==> config.mk <==
export PLATFORM = sky130hd
export DESIGN_NAME = prime_search_trial_division
export DESIGN_NICKNAME = d
export VERILOG_FILES = /design/src/hw/rtl/psd_pkg.sv /design/src/hw/rtl/prime_search_trial_division.sv /design/src/hw/rtl/psd_rem_unit.sv
export SDC_FILE = /design/constraint.sdc
export NUM_CORES = 1
export LEC_CHECK = 0
export BUFFER_PORTS_ARGS = -buffer_cell sky130_fd_sc_hd__buf_2
export CELL_PAD_IN_SITES_DETAIL_PLACEMENT = 0
export CELL_PAD_IN_SITES_GLOBAL_PLACEMENT = 1
export CORE_MARGIN = 1.5
export CORE_UTILIZATION = 40
export CTS_BUF_LIST = sky130_fd_sc_hd__clkbuf_4 sky130_fd_sc_hd__clkbuf_8
export DETAILED_ROUTE_END_ITERATION = 6
export GPL_TIMING_DRIVEN = 0
export MAX_ROUTING_LAYER = met4
export PLACE_DENSITY = 0.71
export SETUP_SLACK_MARGIN = 0.1
export SLEW_MARGIN = 30
export SYNTH_ARGS = -nofsm -noshare
export SYNTH_HDL_FRONTEND = slang
export SYNTH_SLANG_ARGS = --single-unit
==> constraint.sdc <==
create_clock -name clk -period 4.4 [get_ports clk]
set_clock_uncertainty 0.05 [all_clocks]
set_input_delay 0.88 -clock clk [delete_from_list [all_inputs] [get_ports clk]]
set_output_delay 0.88 -clock clk [all_outputs]
set_load 0.02 [all_outputs]
==> src/hw/rtl/psd_pkg.sv <==
// shared types and constants for the nearest-prime search block
package psd_pkg;

	// widths of the result and start fields at the ports
	localparam int PV_BITS = 20;
	// default width of the search range
	localparam int VALUE_BITS_DEF = 20;

	// first odd trial divisor and its square
	localparam int FIRST_DIV = 3;
	localparam int FIRST_SQ = 9;
	localparam int SMALLEST_PRIME = 2;

	typedef enum logic [2:0] {
		ST_IDLE,
		ST_NEXT,
		ST_CHECK,
		ST_LOOP,
		ST_DIV
	} psd_state_t;

	// status of the shared remainder unit towards the sequencer
	typedef struct packed {
		logic done;
		logic zero;
	} rem_status_t;

endpackage

==> src/hw/rtl/prime_search_trial_division.sv <==
// nearest prime above or below a start value, found by trial division
//
// A request (start high while busy is low) starts a search from start_value, which is itself
// excluded, upward when toward_larger is 1 and downward otherwise. busy stays high for the
// whole search. The result appears on prime_value and none_found for exactly one cycle with
// done high, and must be taken then. none_found is set with prime_value zero when no prime
// lies below the start, or none lies above it within the VALUE_BITS range. Timing depends on
// the data: each odd trial divisor tried on a candidate (up to sqrt(candidate)/2 of them) is
// run through the single bit-serial remainder unit, and every candidate passed before the
// prime adds to the total.
module prime_search_trial_division #(
	parameter int VALUE_BITS = psd_pkg::VALUE_BITS_DEF
) (
	input  logic                        clk,
	input  logic                        arst_n,
	input  logic                        start,
	output logic                        busy,
	input  logic [psd_pkg::PV_BITS-1:0] start_value,
	input  logic                        toward_larger,
	output logic                        done,
	output logic [psd_pkg::PV_BITS-1:0] prime_value,
	output logic                        none_found
);
	import psd_pkg::*;

	localparam int DW = (VALUE_BITS + 1) / 2 + 2;
	localparam int SW = VALUE_BITS + 2;

	psd_state_t            state_q;
	psd_state_t            state_nxt;
	logic [VALUE_BITS-1:0] cand_q;
	logic                  up_q;
	logic [DW-1:0]         div_q;
	logic [SW-1:0]         sq_q;
	logic                  done_q;
	logic [PV_BITS-1:0]    prime_q;
	logic                  none_q;

	logic [VALUE_BITS-1:0] start_ext;
	logic [PV_BITS-1:0]    cand_pv;
	logic                  rem_start;
	rem_status_t           rem_st;

	// control decoded by the sequencer
	logic load_start;
	logic step_cand;
	logic init_div;
	logic next_div;
	logic hit;
	logic miss;

	generate
		if (VALUE_BITS > PV_BITS) begin : g_wide
			assign start_ext = {{(VALUE_BITS - PV_BITS){1'b0}}, start_value};
			assign cand_pv = cand_q[PV_BITS-1:0];
		end else if (VALUE_BITS == PV_BITS) begin : g_same
			assign start_ext = start_value;
			assign cand_pv = cand_q;
		end else begin : g_narrow
			assign start_ext = start_value[VALUE_BITS-1:0];
			assign cand_pv = {{(PV_BITS - VALUE_BITS){1'b0}}, cand_q};
		end
	endgenerate

	always_ff @(posedge clk or negedge arst_n) begin
		if (!arst_n) begin
			state_q <= ST_IDLE;
		end else begin
			state_q <= state_nxt;
		end
	end

	always_comb begin
		state_nxt = state_q;
		load_start = 1'b0;
		step_cand = 1'b0;
		init_div = 1'b0;
		next_div = 1'b0;
		hit = 1'b0;
		miss = 1'b0;
		rem_start = 1'b0;
		case (state_q)
			ST_IDLE: begin
				if (start) begin
					load_start = 1'b1;
					state_nxt = ST_NEXT;
				end
			end
			ST_NEXT: begin
				// stop at the range top going up, at the smallest prime going down
				if (up_q ? (cand_q == '1)
				         : (cand_q <= VALUE_BITS'(SMALLEST_PRIME))) begin
					miss = 1'b1;
					state_nxt = ST_IDLE;
				end else begin
					step_cand = 1'b1;
					state_nxt = ST_CHECK;
				end
			end
			ST_CHECK: begin
				if (cand_q == VALUE_BITS'(SMALLEST_PRIME)) begin
					hit = 1'b1;
					state_nxt = ST_IDLE;
				end else if (cand_q < VALUE_BITS'(SMALLEST_PRIME) || !cand_q[0]) begin
					state_nxt = ST_NEXT;
				end else begin
					init_div = 1'b1;
					state_nxt = ST_LOOP;
				end
			end
			ST_LOOP: begin
				if (sq_q > {2'b00, cand_q}) begin
					hit = 1'b1;
					state_nxt = ST_IDLE;
				end else begin
					rem_start = 1'b1;
					state_nxt = ST_DIV;
				end
			end
			ST_DIV: begin
				if (rem_st.done) begin
					if (rem_st.zero) begin
						state_nxt = ST_NEXT;
					end else begin
						next_div = 1'b1;
						state_nxt = ST_LOOP;
					end
				end
			end
			default: begin
				state_nxt = ST_IDLE;
			end
		endcase
	end

	always_ff @(posedge clk or negedge arst_n) begin
		if (!arst_n) begin
			done_q <= 1'b0;
		end else begin
			done_q <= hit | miss;
		end
	end

	always_ff @(posedge clk) begin
		if (load_start) begin
			cand_q <= start_ext;
			up_q <= toward_larger;
		end else if (step_cand) begin
			if (up_q) begin
				cand_q <= cand_q + 1'b1;
			end else begin
				cand_q <= cand_q - 1'b1;
			end
		end
		if (init_div) begin
			div_q <= DW'(FIRST_DIV);
			sq_q <= SW'(FIRST_SQ);
		end else if (next_div) begin
			// (d + 2)^2 = d^2 + 4d + 4
			div_q <= div_q + DW'(2);
			sq_q <= sq_q + SW'({div_q, 2'b00}) + SW'(4);
		end
		if (hit) begin
			prime_q <= cand_pv;
			none_q <= 1'b0;
		end else if (miss) begin
			prime_q <= '0;
			none_q <= 1'b1;
		end
	end

	psd_rem_unit #(
		.VALUE_BITS(VALUE_BITS),
		.DIV_BITS(DW)
	) u_rem (
		.clk(clk),
		.arst_n(arst_n),
		.start(rem_start),
		.dividend(cand_q),
		.divisor(div_q),
		.status(rem_st)
	);

	assign busy = (state_q != ST_IDLE);
	assign done = done_q;
	assign prime_value = prime_q;
	assign none_found = none_q;

endmodule

==> src/hw/rtl/psd_rem_unit.sv <==
// bit-serial remainder unit: one dividend bit per cycle, restoring
module psd_rem_unit #(
	parameter int VALUE_BITS = psd_pkg::VALUE_BITS_DEF,
	parameter int DIV_BITS = (psd_pkg::VALUE_BITS_DEF + 1) / 2 + 2
) (
	input  logic                   clk,
	input  logic                   arst_n,
	input  logic                   start,
	input  logic [VALUE_BITS-1:0]  dividend,
	input  logic [DIV_BITS-1:0]    divisor,
	output psd_pkg::rem_status_t   status
);
	import psd_pkg::*;

	localparam int CW = $clog2(VALUE_BITS + 1);

	logic                  busy_q;
	logic                  done_q;
	logic [CW-1:0]         cnt_q;
	logic [VALUE_BITS-1:0] dvd_q;
	logic [DIV_BITS-1:0]   dsr_q;
	logic [DIV_BITS-1:0]   rem_q;
	logic [DIV_BITS:0]     rem_sh;
	logic [DIV_BITS:0]     rem_sub;
	logic [DIV_BITS-1:0]   rem_nxt;

	// shift in the next dividend bit and subtract the divisor if it fits
	always_comb begin
		rem_sh = {rem_q, dvd_q[VALUE_BITS-1]};
		rem_sub = rem_sh - {1'b0, dsr_q};
		if (rem_sh >= {1'b0, dsr_q}) begin
			rem_nxt = rem_sub[DIV_BITS-1:0];
		end else begin
			rem_nxt = rem_sh[DIV_BITS-1:0];
		end
	end

	always_ff @(posedge clk or negedge arst_n) begin
		if (!arst_n) begin
			busy_q <= 1'b0;
			done_q <= 1'b0;
			cnt_q <= '0;
		end else begin
			done_q <= 1'b0;
			if (start) begin
				busy_q <= 1'b1;
				cnt_q <= CW'(VALUE_BITS);
			end else if (busy_q) begin
				cnt_q <= cnt_q - 1'b1;
				if (cnt_q == CW'(1)) begin
					busy_q <= 1'b0;
					done_q <= 1'b1;
				end
			end
		end
	end

	always_ff @(posedge clk) begin
		if (start) begin
			dvd_q <= dividend;
			dsr_q <= divisor;
			rem_q <= '0;
		end else if (busy_q) begin
			dvd_q <= {dvd_q[VALUE_BITS-2:0], 1'b0};
			rem_q <= rem_nxt;
		end
	end

	assign status.done = done_q;
	assign status.zero = (rem_q == '0);

endmodule
# Word-level counts from Yosys, hierarchy flattened

Cells that the tools add are included.

Register bits: 131
Input port bits: 24
Output and inout port bits: 23
Word-level logic and storage cells: 86

Add/sub/neg operators: 7
$lt $le $gt $ge: 4
Eq/ne operators: 9
Multiplexer cells: 42
Bitwise logic cells: 1
Reduce and logical (&&, ||, !) cells: 9

Operators by type and width:

| cell                                                                               | count |
|---|---|
| 20-bit 2-to-1 mux                                                                  | 7 |
| 1-bit 2-to-1 mux                                                                   | 23 |
| 22-bit by 14-bit adder with 22-bit output                                          | 1 |
| 22-bit by 3-bit adder with 22-bit output (second input constant)                   | 1 |
| 22-bit by 20-bit greater-than comparator with 1-bit output                         | 1 |
| 20-bit by 1-bit adder with 20-bit output (second input constant)                   | 1 |
| 20-bit by 2-bit == test with 1-bit output (second input constant)                  | 1 |
| 20-bit == test (second input constant)                                             | 1 |
| 20-bit by 2-bit less-or-equal comparator with 1-bit output (second input constant) | 1 |
| 20-bit by 2-bit < comparator with 1-bit output (second input constant)             | 1 |
| 20-bit by 1-bit subtractor with 20-bit output (second input constant)              | 1 |
| 3-bit one-hot mux with 5 select lines                                              | 1 |
| 13-bit by 12-bit greater-or-equal comparator with 1-bit output                     | 1 |
| 12-bit by 2-bit adder with 12-bit output (second input constant)                   | 1 |
| 12-bit zero test                                                                   | 1 |
| 12-bit 2-to-1 mux                                                                  | 1 |
| 12-bit subtractor                                                                  | 1 |
| 5-bit 2-to-1 mux                                                                   | 2 |
| 3-bit 2-to-1 mux                                                                   | 3 |
| 2-bit 2-to-1 mux                                                                   | 4 |
| 3-bit by 2-bit == test with 1-bit output (second input constant)                   | 2 |
| 2-bit nonzero test                                                                 | 3 |
| 5-bit by 1-bit == test with 1-bit output (second input constant)                   | 1 |
| 5-bit by 1-bit subtractor with 5-bit output (second input constant)                | 1 |
| other kinds (11)                                                                   | 11 |

# Logic depth before layout (Yosys ltp)

Depth after elaboration: 6
Mapped depth: 11
Gate-level depth less buffers: 11

# Modules after synthesis

A second synthesis with hierarchy kept.

Cell total of the unflattened synthesis: 811
Area, all modules: 7978.9 µm²

Modules (own cells, without submodules):

| module                      | instances | cells an instance | area an instance (µm²) | sequential area each (µm²) |
|---|---|---|---|---|
| prime_search_trial_division | 1         | 577               | 5225.0                 | 1951.9 |
| psd_rem_unit                | 1         | 234               | 2753.9                 | 1376.3 |

# Worst setup path after synthesis

Ideal clock, no wire load.

Path type: register to register
Start: register cand_q[13] (netlist: cand_pv[13])
End: register prime_q[0] (netlist: prime_value[0]) (enable)
Setup time: 0.458 ns
Arrival time: 2.302 ns
Required time: 3.892 ns
Slack: 1.590 ns
Stages on the path, launching flop included: 10
Path buffers: 1
Clock period less this slack: 2.810 ns
Cells stage by stage: edfxtp_1 > inv_1 > ha_1 > a211oi_1 > nand3_1 > o221ai_1 > o211ai_1 > nand3_1 > clkbuf_1 > nand3_1

Cells in the longest elaborated chain, start to end: 5
Elaborated cells on any way between the ends: 11
Classes of those cells: order compare: 2; eq/ne: 2; mux: 6; reduce/logical: 1

Ends and longest elaborated chain:

| item                                                                                         | RTL line                                                             | source |
|---|---|---|
| from (decl)                                                                                  | prime_search_trial_division.sv:31                                    | `logic [VALUE_BITS-1:0] cand_q;` |
| from (signal assigned)                                                                       | prime_search_trial_division.sv:146                                   | `cand_q <= start_ext;` |
| from (signal assigned)                                                                       | prime_search_trial_division.sv:150                                   | `cand_q <= cand_q + 1'b1;` |
| from (signal assigned)                                                                       | prime_search_trial_division.sv:152                                   | `cand_q <= cand_q - 1'b1;` |
| 20-bit by 2-bit less-or-equal comparator with 1-bit output or 20-bit == test (tied branches) | prime_search_trial_division.sv:92, prime_search_trial_division.sv:91 |  |
| 1-bit 2-to-1 mux (2 in a row)                                                                | prime_search_trial_division.sv:91                                    | `if (up_q ? (cand_q == '1)` |
| 1-bit 2-to-1 mux                                                                             | prime_search_trial_division.sv:82                                    | `case (state_q)` |
| 2-bit nonzero test (no source line) (*)                                                      | --                                                                   |  |
| to (signal assigned)                                                                         | prime_search_trial_division.sv:164                                   | `prime_q <= cand_pv;` |
| to (decl)                                                                                    | prime_search_trial_division.sv:36                                    | `logic [PV_BITS-1:0] prime_q;` |

Mark *: on every way between the ends. The rest lies on a longest branch, timed or not.
A chain may end at the register's enable or synchronous reset.

# Final worst setup path

Start: register up_q
End: register cand_q[16] (netlist: cand_pv[16]), data pin

Cells in the longest elaborated chain, start to end: 3

Ends and longest elaborated chain:

| item                   | RTL line                           | source |
|---|---|---|
| from (decl)            | prime_search_trial_division.sv:32  | `logic up_q;` |
| from (signal assigned) | prime_search_trial_division.sv:147 | `up_q <= toward_larger;` |
| 20-bit 2-to-1 mux      | prime_search_trial_division.sv:149 | `if (up_q) begin` |
| 20-bit 2-to-1 mux      | prime_search_trial_division.sv:148 | `end else if (step_cand) begin` |
| 20-bit 2-to-1 mux      | prime_search_trial_division.sv:145 | `if (load_start) begin` |

No other way between the ends. The select of a mux whose other input is x is not followed.

==> summary.txt <==
Power
  – Cell leakage power: 3.79 nW
  – P per Cell Area: 690 nW/um2
  – Maximum VDD drop: 0.000273 V

Global routing
  – Antenna violations before repair: 0
  – Met3 Resource Use GR: 0.0321
  – GRT busiest layer: met2
  – Wire length of the first global-routing pass: 31900 um
  – GR met2 Demand/Resource: 0.305
  – Global routing usage summed across all routing layers: 0.208
  – Met1 Resource Use GR: 0.298
  – Via count of the first global-routing pass: 5904
  – Global route overflow: 0
  – Largest net degree at the start of global routing: 22

Logic synthesis
  – Fraction of registers with async set or reset after synthesis: 0.0873
  – Number of register bits inferred by synthesis: 126
  – Post-synth EDFFs: 72
  – Sequential cell area fraction in the yosys report: 0.413
  – Commonest register cell after synthesis: sky130_fd_sc_hd__edfxtp_1
  – Average cell area after synthesis: 9.66 um2
  – Number of cells produced by synthesis: 826
  – Leading cell types by total area after synthesis: sky130_fd_sc_hd__edfxtp_1 (27%), sky130_fd_sc_hd__ha_1 (11%), sky130_fd_sc_hd__dfxtp_1 (11%)
  – Post-synth top area share: 0.271
  – Unique cell type count in the Yosys netlist: 75
  – Post-synth net total: 925
  – Warnings, synthesis: 0
  – Combined area of all synthesized cells: 7980 um2
  – Synth area leader: sky130_fd_sc_hd__edfxtp_1

Clock network
  – Clock transition at path regs: 80 ps
  – Post-CTS Resized: 0
  – Hold-fix buffers at CTS: 0
  – Number of buffers inserted to repair setup after CTS: 0
  – Number of clock buffers inserted by TritonCTS: 17
  – Max Root-Sink Buffers: 2
  – Maximum level of the CTS H-tree: 4
  – Worst skew pair latency: 450 ps
  – CTS sink count: 126
  – TritonCTS clock tree: done
  – CTS root buffer: sky130_fd_sc_hd__clkbuf_8

STA
  – Worst slew margin relative to its limit: 0.440
  – Final setup fails: 0
  – Period minus WS final: 3570 ps
  – Part of the cycle the worst path needs: 0.812
  – Tightest Pin Transition: 839 ps
  – Count of final max-slew check failures: 0
  – Setup repair after global routing missed its margin: false
  – Maximum clock rate: 0.280 GHz
  – Final Hold Vio Count: 0
  – Post-route setup TNS: 0 ps
  – Worst Slack Setup Final: 828 ps

Finish
  – Number of fillers in the final layout: 1954
  – Fraction of final layout cells with drive strength greater than 1: 0.140
  – Total inserted antenna cells: 0
  – Area grow syn2layout: 12.1%
  – Commonest cells after routing, fill and taps aside: sky130_fd_sc_hd__a21oi_1 (72), sky130_fd_sc_hd__ha_1 (72), sky130_fd_sc_hd__edfxtp_1 (72), sky130_fd_sc_hd__nand2_1 (70), sky130_fd_sc_hd__nor2_1 (61)
  – Number of nets in the layout: 990

Worst setup path
  – Sort of element at the start of the critical path: flop
  – Sum of buffers and inverters on the critical path: 1
  – Delay-heaviest family, CP: compound AO/OA/AOI/OAI gates
  – Worst stage delay on the critical path: 660 ps
  – Critical path peak fanout: 20
  – CP Cell Sequence: inv_1, ha_1, a211oi_1, o21ai_0, a221oi_1, a2bb2oi_1, xnor2_1, a21oi_1
  – Worst Path Arrival: 3690 ps
  – Worst-path cell with the longest stage delay: sky130_fd_sc_hd__inv_1
  – Sort of element at the end of the critical path: flop
  – Worst Path Class, Setup: flop to flop
  – Required time worst endpoint: 4510 ps

Status
  – Result of the run: finished, final reports clean

Floorplan
  – Number of top-level pins: 47
  – Area of the die: 20800 um2
  – Core Rows: 51
  – Die Width: 144 um
  – Die height: 144 um
  – Initial standard-cell utilization of the core: 0.409
  – Core Area: 19500 um2

Routing
  – Number of search-and-repair iterations in the first detailed-routing pass: 4
  – Mean routed wirelength per cell: 17.1 um
  – Drt drc: 0
  – Detail-routed via count per cell: 5.38
  – Number of routed nets with antenna violations: 0
  – Number of violations reported at the end of detailed-routing iteration 0: 265
  – Total wire length after detailed routing: 19900 um
  – Overall via count from detail_route: 6285

Place
  – Sum of net half-perimeters after detailed placement: 14900 um
  – Worst slack after detailed placement: 870 ps
  – Global placement routability congestion: 0.838
  – IO Port Bufs: 46

Min path
  – Tightest Hold Check Type: primary input to async pin

Run
  – Max-Cap Viols: 0
cell families (layout without fill, tap and decap cells):
kind of cell / Yosys count / in the layout / synth area share
multiplexers: 24 / 24 / 0.0334
AO/OA/AOI/OAI: 227 / 227 / 0.190
flip-flops: 126 / 126 / 0.413
buffers and inverters: 84 / 162 / 0.0409
AND/OR/NAND/NOR: 247 / 247 / 0.155
adder cells (fa/ha/maj): 75 / 75 / 0.120
XOR/XNOR: 43 / 43 / 0.0472
metrics by stage:
step / utilization / instances / power [mW] / hold WS (ps) / area, um2
after floorplan: - / 826 / 4.38 / 403 / 7980
after detailed placement: 0.438 / 1137 / 5.17 / 434 / 8550
after global routing: 0.458 / 1169 / 6.70 / 227 / 8950
final: 0.458 / 1169 / 6.17 / 242 / 8950
after global placement: 0.438 / 1137 / 5.16 / 434 / 8540
after CTS: 0.458 / 1169 / 6.21 / 217 / 8950
cell usage after synthesis (all sizes together) (5+ instances only):
| cell | number |
|---|---|
| nand3 | 23 |
| a21o | 18 |
| edfxtp | 72 |
| xor2 | 16 |
| nor3 | 15 |
| a31oi | 9 |
| a211oi | 18 |
| nand4 | 13 |
| nand2 | 71 |
| xnor2 | 27 |
| a21oi | 73 |
| clkbuf | 23 |
| nor4 | 11 |
| ha | 72 |
| o21bai | 9 |
| mux2 | 21 |
| or2 | 5 |
| nor2 | 62 |
| o21ai | 34 |
| a311oi | 6 |
| and3 | 8 |
| o21a | 12 |
| o31ai | 6 |
| and2 | 5 |
| buf | 10 |
| nand2b | 10 |
| dfxtp | 43 |
| inv | 51 |
| dfrtp | 11 |
report_power, final:
| part | leakage [nW] | total [mW] | switching [mW] | internal [mW] |
|---|---|---|---|---|
| combinational | 2.39 | 3.04 | 1.78 | 1.27 |
| sequential | 1.19 | 2.11 | 0.345 | 1.76 |
| clock | 0.197 | 1.02 | 0.499 | 0.519 |
layout make-up:
cell class	instances	area, um2	share of cell area
repair buffers	46	230	0.0257
plain buffers	33	136	0.0152
clock buffers	19	249	0.0278
inverters	51	191	0.0214
multi-input cells	616	4370	0.488
well taps	265	332	0.0371
clock inverters	13	144	0.0161
flip-flops and latches	126	3300	0.369
flip-flops by register name, indices dropped and copies added (netlist names):
| signal | cells |
|---|---|
| prime_value | 20 |
| done | 1 |
| div_q | 11 |
| sq_q | 19 |
| u_rem.rem_q | 12 |
| up_q | 1 |
| u_rem.dsr_q | 11 |
| none_found | 1 |
| state_q | 3 |
| u_rem.cnt_q | 5 |
| u_rem.done_q | 1 |
| cand_pv | 20 |
| u_rem.busy_q | 1 |
| u_rem.dvd_q | 20 |
per-layer routing:
layer	up-vias	wire length, um
met5	-	0
met4	0	177
met3	14	647
met2	93	8600
met1	2990	10500
li1	3188	-
worst paths after layout:
check	from	endpoint	slack [ps]	cells past startpoint
worst max-delay path	up_q$_DFFE_PP_	cand_pv[16]$_DFFE_PP_	830	8
worst max register to register	up_q$_DFFE_PP_	cand_pv[16]$_DFFE_PP_	830	8
min in group clk	sq_q[4]$_SDFFE_PP0P_	sq_q[4]$_SDFFE_PP0P_	440	2
worst min register to register	sq_q[4]$_SDFFE_PP0P_	sq_q[4]$_SDFFE_PP0P_	440	2
worst min-delay path	arst_n	done$_DFF_PN0_	240	1
max in group asynchronous	arst_n	u_rem.cnt_q[4]$_DFFE_PN0P_	3850	1
(Power assumes the default switching activity.)
